<file path="config.mk">
export PLATFORM = sky130hd
export DESIGN_NAME = cnv3_mac_flat
export DESIGN_NICKNAME = d
export VERILOG_FILES = /design/src/rtl/core/conv3x3_stream_defines.svh /design/src/rtl/core/cnv3_pkg.sv /design/src/rtl/core/cnv3_res_if.sv /design/src/rtl/core/cnv3_mac.sv /design/src/flat_wrapper.sv
export SDC_FILE = /design/constraint.sdc
export NUM_CORES = 2
export LEC_CHECK = 0
export BUFFER_PORTS_ARGS = -buffer_cell sky130_fd_sc_hd__buf_2
export CORE_MARGIN = 2
export CORE_UTILIZATION = 45
export DETAILED_ROUTE_END_ITERATION = 10
export HOLD_SLACK_MARGIN = 0.1
export SYNTH_ARGS = -nofsm -noshare
export SYNTH_HDL_FRONTEND = slang
export SYNTH_SLANG_ARGS = --single-unit
</file>
<file path="constraint.sdc">
create_clock -name i_clk -period 8.7 [get_ports i_clk]
set_input_delay 1.305 -clock i_clk [delete_from_list [all_inputs] [get_ports i_clk]]
set_output_delay 1.305 -clock i_clk [all_outputs]
set_load 0.01 [all_outputs]
</file>
<file path="src/rtl/core/conv3x3_stream_defines.svh">
// Assertion macros shared by the 3x3 convolution block.
// Included by files that check their own logic; depends on nothing else.
`ifndef CONV3X3_STREAM_DEFINES_SVH
`define CONV3X3_STREAM_DEFINES_SVH

// Same-cycle implication, disabled while reset is asserted.
`define CNV3_ASSERT_NOW(label, clk, rst_n, ante, cons) \
    label: assert property (@(posedge clk) disable iff (!(rst_n)) (ante) |-> (cons)) \
        else $error("conv3x3_stream: same-cycle check failed");

// Next-cycle implication, disabled while reset is asserted.
`define CNV3_ASSERT_NEXT(label, clk, rst_n, ante, cons) \
    label: assert property (@(posedge clk) disable iff (!(rst_n)) (ante) |=> (cons)) \
        else $error("conv3x3_stream: next-cycle check failed");

`endif

</file>
<file path="src/rtl/core/cnv3_pkg.sv">
// Shared constants, register index codes and types of the 3x3 convolution block.
// No dependencies; the other files of the block that use it refer to it by scoped names.
package cnv3_pkg;

    // Parameter defaults.
    localparam int unsigned MAX_WIDTH_DEF  = 1024;
    localparam int unsigned PIXEL_BITS_DEF = 16;
    localparam int unsigned COEF_BITS_DEF  = 8;

    // Fixed field and register widths.
    localparam int unsigned OUT_BITS     = 28;
    localparam int unsigned CFG_IDX_BITS = 3;
    localparam int unsigned IMG_W_BITS   = 11;
    localparam int unsigned IMG_H_BITS   = 12;

    // Smallest frame dimension; smaller settings act as this.
    localparam int unsigned MIN_DIM = 3;

    // Register reset values.
    localparam int unsigned KERNEL_TOP_RST   = 66049;
    localparam int unsigned KERNEL_MID_RST   = 132098;
    localparam int unsigned KERNEL_BOT_RST   = 66049;
    localparam int unsigned IMAGE_WIDTH_RST  = 1024;
    localparam int unsigned IMAGE_HEIGHT_RST = 1024;

    // Configuration register indexes.
    typedef enum logic [CFG_IDX_BITS-1:0] {
        CFG_KERNEL_TOP   = 3'd0,
        CFG_KERNEL_MID   = 3'd1,
        CFG_KERNEL_BOT   = 3'd2,
        CFG_IMAGE_WIDTH  = 3'd3,
        CFG_IMAGE_HEIGHT = 3'd4
    } t_cfg_idx;

    // Control that travels with one window through the arithmetic pipeline.
    typedef struct packed {
        logic valid;
        logic last;
    } t_stage_ctl;

endpackage

</file>
<file path="src/rtl/core/cnv3_res_if.sv">
// Output channel of the 3x3 convolution block: one weighted sum per word.
// Depends on cnv3_pkg for the result width.
interface cnv3_res_if;
    logic                                 valid;
    logic                                 ready;
    logic signed [cnv3_pkg::OUT_BITS-1:0] result_value;
    logic                                 last_of_frame;

    modport source (output valid, output result_value, output last_of_frame, input ready);
    modport sink   (input valid, input result_value, input last_of_frame, output ready);
endinterface

</file>
<file path="src/rtl/core/cnv3_mac.sv">
// Arithmetic pipeline of the 3x3 convolution: products, row sums, total with
// saturation, and the output register. Depends on cnv3_pkg and cnv3_res_if.
module cnv3_mac #(
    parameter int unsigned PIXEL_BITS = cnv3_pkg::PIXEL_BITS_DEF,
    parameter int unsigned COEF_BITS  = cnv3_pkg::COEF_BITS_DEF,
    localparam int unsigned KROW_W    = 3 * COEF_BITS
) (
    input  logic                         i_clk,
    input  logic                         i_rst_n,
    input  cnv3_pkg::t_stage_ctl         i_ctl,
    input  logic signed [PIXEL_BITS-1:0] i_tap [9],
    input  logic [KROW_W-1:0]            i_kernel [3],
    output logic                         o_ready,
    cnv3_res_if.source                   o_res
);
    localparam int unsigned OUT_W = cnv3_pkg::OUT_BITS;
    localparam int unsigned PW    = PIXEL_BITS + COEF_BITS;
    localparam int unsigned RW    = PW + 2;
    localparam int unsigned SW    = PW + 4;
    localparam int unsigned EW    = (SW > OUT_W) ? SW : OUT_W;

    localparam logic signed [EW-1:0] SAT_HI = {{(EW - OUT_W + 1){1'b0}}, {(OUT_W - 1){1'b1}}};
    localparam logic signed [EW-1:0] SAT_LO = {{(EW - OUT_W + 1){1'b1}}, {(OUT_W - 1){1'b0}}};

    logic signed [PW-1:0]    n_prod [9];
    logic signed [PW-1:0]    r_prod [9];
    logic signed [RW-1:0]    n_rsum [3];
    logic signed [RW-1:0]    r_rsum [3];
    logic signed [SW-1:0]    sum_full;
    logic signed [EW-1:0]    sum_ext;
    logic signed [OUT_W-1:0] n_res;
    logic signed [OUT_W-1:0] r_res;
    logic                    r_v2, r_v3, r_v4;
    logic                    r_last2, r_last3, r_last4;
    logic                    en2, en3, en4;

    // Each stage loads when it is empty or its contents move on.
    assign en4     = !r_v4 || o_res.ready;
    assign en3     = !r_v3 || en4;
    assign en2     = !r_v2 || en3;
    assign o_ready = en2;

    // One product per tap: the row selects the kernel register, the column
    // position selects the coefficient within it.
    for (genvar gr = 0; gr < 3; gr++) begin : g_row
        for (genvar gp = 0; gp < 3; gp++) begin : g_pos
            assign n_prod[3*gr+gp] =
                PW'($signed(i_kernel[gr][gp*COEF_BITS +: COEF_BITS])) * PW'(i_tap[3*gr+gp]);
        end
    end

    // Sum of each kernel row.
    always_comb begin
        for (int i = 0; i < 3; i++) begin
            n_rsum[i] = RW'(r_prod[3*i]) + RW'(r_prod[3*i+1]) + RW'(r_prod[3*i+2]);
        end
    end

    // Total of the three rows, clamped to the result range.
    assign sum_full = SW'(r_rsum[0]) + SW'(r_rsum[1]) + SW'(r_rsum[2]);
    assign sum_ext  = EW'(sum_full);

    always_comb begin
        if (sum_ext > SAT_HI) begin
            n_res = SAT_HI[OUT_W-1:0];
        end else if (sum_ext < SAT_LO) begin
            n_res = SAT_LO[OUT_W-1:0];
        end else begin
            n_res = sum_ext[OUT_W-1:0];
        end
    end

    // Stage valid flags.
    always_ff @(posedge i_clk) begin
        if (!i_rst_n) begin
            r_v2 <= 1'b0;
            r_v3 <= 1'b0;
            r_v4 <= 1'b0;
        end else begin
            if (en2) begin
                r_v2 <= i_ctl.valid;
            end
            if (en3) begin
                r_v3 <= r_v2;
            end
            if (en4) begin
                r_v4 <= r_v3;
            end
        end
    end

    // Stage payload.
    always_ff @(posedge i_clk) begin
        if (en2) begin
            r_prod  <= n_prod;
            r_last2 <= i_ctl.last;
        end
        if (en3) begin
            r_rsum  <= n_rsum;
            r_last3 <= r_last2;
        end
        if (en4) begin
            r_res   <= n_res;
            r_last4 <= r_last3;
        end
    end

    assign o_res.valid         = r_v4;
    assign o_res.result_value  = r_res;
    assign o_res.last_of_frame = r_last4;
endmodule

</file>
<file path="src/flat_wrapper.sv">
// flat-port wrapper written by rule: the top's interface ports become plain ports
module cnv3_mac_flat 
#(
    parameter int unsigned PIXEL_BITS = cnv3_pkg::PIXEL_BITS_DEF,
    parameter int unsigned COEF_BITS  = cnv3_pkg::COEF_BITS_DEF,
    localparam int unsigned KROW_W    = 3 * COEF_BITS
)
  (i_clk, i_rst_n, i_ctl, i_tap, i_kernel, o_ready, o_res_valid, o_res_result_value, o_res_last_of_frame, o_res_ready);
  cnv3_res_if o_res_i ();
  input  logic i_clk;
  input  logic i_rst_n;
  input  cnv3_pkg::t_stage_ctl i_ctl;
  input  logic signed [PIXEL_BITS-1:0] i_tap[9];
  input  logic [KROW_W-1:0] i_kernel[3];
  output logic o_ready;
  output wire logic [$bits(o_res_i.valid)-1:0] o_res_valid;
  output wire logic [$bits(o_res_i.result_value)-1:0] o_res_result_value;
  output wire logic [$bits(o_res_i.last_of_frame)-1:0] o_res_last_of_frame;
  input wire logic [$bits(o_res_i.ready)-1:0] o_res_ready;
  assign o_res_valid = o_res_i.valid;
  assign o_res_result_value = o_res_i.result_value;
  assign o_res_last_of_frame = o_res_i.last_of_frame;
  assign o_res_i.ready = o_res_ready;
  cnv3_mac #(.PIXEL_BITS(PIXEL_BITS), .COEF_BITS(COEF_BITS)) u_core (.i_clk(i_clk), .i_rst_n(i_rst_n), .i_ctl(i_ctl), .i_tap(i_tap), .i_kernel(i_kernel), .o_ready(o_ready), .o_res(o_res_i));
endmodule
</file>
Word-level counts from Yosys, hierarchy flattened. Index checks and enable logic that the tools add are counted.

Add/subtract/negate cells: 8. Multiply operators: 9. $lt $le $gt $ge: 2. Muxes and demuxes: 1. Reductions and logical operators: 6.

Operators by type and width (number): multiplier 8 x 16 -> 24 bit (9); adder 25 x 24 -> 26 bit (3); adder 24 x 24 -> 25 bit (3); adder 27 x 26 -> 28 bit (1); greater-than comparator 28 bit, second input constant (1); < comparator 28 bit, second input constant (1); two-way mux 28 bit (1); adder 26 x 26 -> 27 bit (1); zero test 1 bit (3); logical OR 1 bit (3).

Register bits: 328. Input bits: 221. Output and inout bits: 31. Word-level logic and storage cells: 45.

Longest topological paths before layout.
Word-level depth: 4. Gate-level depth with buffers: 21. Gate-level depth less buffers: 19.

Worst setup path after synthesis. No wires, ideal clock.

Path kind: input to register. Start: input port o_res_ready. End: register u_core.r_last2 (enable). Library setup time: 2.279 ns. Data arrival time: 6.446 ns. Data required time: 6.421 ns. Path slack: -0.025 ns. Cell stages on the path: 2. Path buffers: 0. Path through: nor2b_1 nand3_1.

Longest elaborated chain between the ends: 3.

Ends and longest elaborated chain: start: declaration (line flat_wrapper.sv:19) `input wire logic [$bits(o_res_i.ready)-1:0] o_res_ready;`; logical OR 1 bit (line cnv3_mac.sv:38) `assign en4 = !r_v4 || o_res.ready;`; logical OR 1 bit (line cnv3_mac.sv:39) `assign en3 = !r_v3 || en4;`; logical OR 1 bit (line cnv3_mac.sv:40) `assign en2 = !r_v2 || en3;`; via o_ready (line flat_wrapper.sv:15) `output logic o_ready;`; end signal: assignment (line cnv3_mac.sv:96) `r_last2 <= i_ctl.last;`; end: declaration (line cnv3_mac.sv:34) `logic r_last2, r_last3, r_last4;`.

The timed path passes the listed nets, and every way through them passes these cells. A chain may end at the register's enable or synchronous reset.

==> impl_metrics.json <==
{
  "clockBufferDepth": 3,
  "wl_per_cell_um": 17.1,
  "crit_arrival_ns": 6.09,
  "synth-edff-count": 325,
  "cts_buffers": 36,
  "grt_max_degree": 166,
  "dpl.hpwl_mm": 108,
  "fin_crit_sh": 0.666,
  "crit_start": "i_kernel[47]",
  "timing.rr.end": "u_core.r_rsum[75]",
  "cts_tree": "built",
  "drive_gt1_frac": 0.0583,
  "cts.sinks": 328,
  "top_usage_layer": "met2",
  "place_ws_ns": 2.38,
  "slew_headroom": 0.274,
  "area_delta_synth_final_pct": 7.47,
  "multi_input_area_um2": 41900,
  "die_h_um": 359,
  "gr-usage-met3": 0.0263,
  "synth_cell_type_count": 76,
  "cp-start-kind": "input pin",
  "insertion_delay_ns": 0.56,
  "hold_ws_ns": 0.411,
  "drtPass1Iterations": 7,
  "post_cts_buffers": 0,
  "cp-end-kind": "flop",
  "synth_mux_area_frac": 0.000530,
  "yosysSeqAreaShare": 0.173,
  "nets": 7634,
  "grt_util_met1": 0.284,
  "drv_slew": 0,
  "syn_area_per_cell_um2": 10.0,
  "die_w_um": 359,
  "clk_pin_slew_worst_paths_ns": 0.07,
  "place_congestion": 0.868,
  "worst_pin_slew_ns": 1.09,
  "vias": 38300,
  "dr.first_iter.drc_count": 2272,
  "finalSetupViolations": 0,
  "run_status": "finished clean",
  "port_buffers": 251,
  "ios": 252,
  "holdPathStages": 0,
  "synth-seq-cells": 328,
  "core.rowCount": 130,
  "antenna_found_initial": 16,
  "synth_xor_area_frac": 0.0436,
  "hold_buffers": 0,
  "die_area_um2": 129000,
  "grt_pass1_vias": 40700,
  "r2r-start": "u_core.r_prod[145]",
  "synth_cells": 5668,
  "ys.flop_type": "edfxtp_1",
  "synth_top_family_by_area": "adder cells",
  "synthTopCellsByArea": "fa_1 (36%), edfxtp_1 (17%), ha_1 (11%)",
  "p_leak_nw": 29.5,
  "setup_tns_ns": 0,
  "synth_top_area_cell": "fa_1",
  "reg2regPathDepth": 13,
  "criticalPathCategory": "input pin to flop",
  "core_um2": 125000,
  "critical_path_required_ns": 9.00,
  "max-vdd-ir-drop_uv": 297,
  "hp-class": "flop to flop",
  "clock-root-buffer": "clkbuf_16",
  "syn-cell-area_um2": 56700,
  "ys_warn_count": 0,
  "cts_max_level": 2,
  "drtAntennaViolNets": 0,
  "rsz0062_at_grt": "false",
  "grt_overflow": 0,
  "synth-async-reset-ratio": 0,
  "fillers": 11800,
  "max_freq_mhz": 173,
  "yosys.area_share.simple": 0.151,
  "initial_core_util": 0.453,
  "crit_fanout": 15,
  "finalWirelength_mm": 129,
  "fin_worst_skew_ns": 0.0207,
  "cellPowerDensity_nw_per_um2": 421,
  "synth_top_area_frac": 0.363,
  "drc": 0,
  "synth_fa_ha_area_frac": 0.474,
  "grtUsageMet2": 0.355,
  "via_per_inst": 5.06,
  "syn_nets": 7421,
  "register_area_um2": 9820,
  "grt_pass1_wl_mm": 215,
  "hp-start": "u_core.r_last2",
  "max-cap-violations": 0,
  "fin_ws_ns": 2.91,
  "track_usage": 0.209,
  "synth_compound_area_frac": 0.0692,
  "fin_crit_ns": 5.79,
  "hold_violations": 0,
  "holdPathEnd": "u_core.r_last3",
  "cts_resized": 0,
  "r2r_slack_ns": 4.86
}
==> critical path: stages <==
cell and delay, ns:
buf_2 0.11, inv_1 0.41, nor2_1 0.11, fa_1 0.52, fa_1 0.43, fa_1 0.49
inv_1 0.05, fa_1 0.49, inv_1 0.05, ha_1 0.37, a21o_1 0.21, a21oi_1 0.21
o22ai_1 0.11, o31ai_1 0.21, nand2b_1 0.15, a221o_1 0.38, a41oi_2 0.25, o21ai_1 0.11
xnor2_1 0.14
==> final cells by class <==
cell class	instances	share of cell area
well taps	1650	0.0339
clock buffers	40	0.0157
multi-input cells	4005	0.687
repair buffers	255	0.0213
clock inverters	22	0.00286
inverters	1255	0.0773
diodes	8	0.000329
flip-flops and latches	328	0.161
==> metal layers <==
| metal | share of wire | vias to the layer above |
|---|---|---|
| li1 | - | 18000 |
| met1 | 0.45 | 19400 |
| met2 | 0.49 | 699 |
| met3 | 0.043 | 161 |
| met4 | 0.024 | 4 |
| met5 | 0.00020 | - |
==> worst max-delay path by stage <==
stage	slack (ns)	to
2_1_floorplan	2.77	u_core.r_prod[95]
3_3_place_gp	2.45	u_core.r_prod[22]
3_5_place_dp	2.38	u_core.r_prod[22]
4_1_cts	2.98	u_core.r_prod[95]
5_1_grt	2.66	u_core.r_prod[95]
6_report	2.91	u_core.r_prod[95]
==> stage by stage <==
stage,cells,utilization,instance area [um^2],total power [mW]
after floorplan,5668,-,56700,19.2
after global placement,7493,0.477,59800,24.0
after detailed placement,7493,0.477,59800,24.1
after CTS,7555,0.486,60900,25.9
after global routing,7562,0.486,60900,28.6
final,7563,0.486,60900,25.7
==> layout by cell type (no fill, tap or decap), types with 23 or more instances in the layout <==
| cell type | count |
|---|---|
| inv_1 | 1255 |
| o21bai_1 | 28 |
| and2_1 | 787 |
| nand2_1 | 310 |
| clkbuf_16 | 38 |
| xor2_1 | 56 |
| nand2b_1 | 51 |
| buf_2 | 251 |
| o21ai_0 | 71 |
| o21ai_1 | 30 |
| ha_1 | 503 |
| a21o_1 | 82 |
| and3_1 | 23 |
| nor2b_1 | 36 |
| xnor2_1 | 226 |
| o21a_1 | 33 |
| edfxtp_1 | 325 |
| nor3_1 | 47 |
| nand3_1 | 36 |
| a21oi_1 | 176 |
| nor2_1 | 255 |
| fa_1 | 1029 |
==> cells in the mapped netlist (all sizes together) (11+ instances only) <==
| cell | number |
|---|---|
| a211o | 12 |
| a211oi | 22 |
| a21boi | 14 |
| a21o | 82 |
| a21oi | 181 |
| a31oi | 15 |
| and2 | 787 |
| and3 | 23 |
| clkbuf | 71 |
| edfxtp | 325 |
| fa | 1029 |
| ha | 503 |
| inv | 1255 |
| nand2 | 311 |
| nand2b | 51 |
| nand3 | 37 |
| nand4 | 16 |
| nor2 | 255 |
| nor2b | 36 |
| nor3 | 47 |
| o21a | 33 |
| o21ai | 102 |
| o21bai | 28 |
| o31ai | 12 |
| or2 | 11 |
| or3 | 12 |
| xnor2 | 226 |
| xor2 | 56 |
==> power breakdown <==
group / leakage, nW / switching, mW / internal [mW] / total [mW]
clock: 0.554 / 0.652 / 0.853 / 1.50
combinational: 25.4 / 11.1 / 8.54 / 19.6
sequential: 3.48 / 0.722 / 3.81 / 4.53
total: 29.5 / 12.5 / 13.2 / 25.7
==> logic make-up (layout without fill, tap and decap cells) <==
| family | Yosys count | in the layout |
|---|---|---|
| multiplexers | 3 | 3 |
| other | 0 | 8 |
| buffers and inverters | 1335 | 1572 |
| flip-flops | 328 | 328 |
| XOR/XNOR | 282 | 282 |
| adder cells (fa/ha/maj) | 1532 | 1532 |
| AND/OR/NAND/NOR | 1603 | 1603 |
| AO/OA/AOI/OAI | 585 | 585 |
==> state kept, by name, summed over array words and instances (netlist names) <==
register                    count
u_core.r_rsum                  78
u_core.r_v2                     1
u_core.r_last2                  1
u_core.r_last3                  1
u_core.o_res.result_value      28
u_core.r_prod                 216
u_core.r_v3                     1
u_core.o_res.last_of_frame      1
u_core.o_res.valid              1
(Power assumes the default switching activity.)
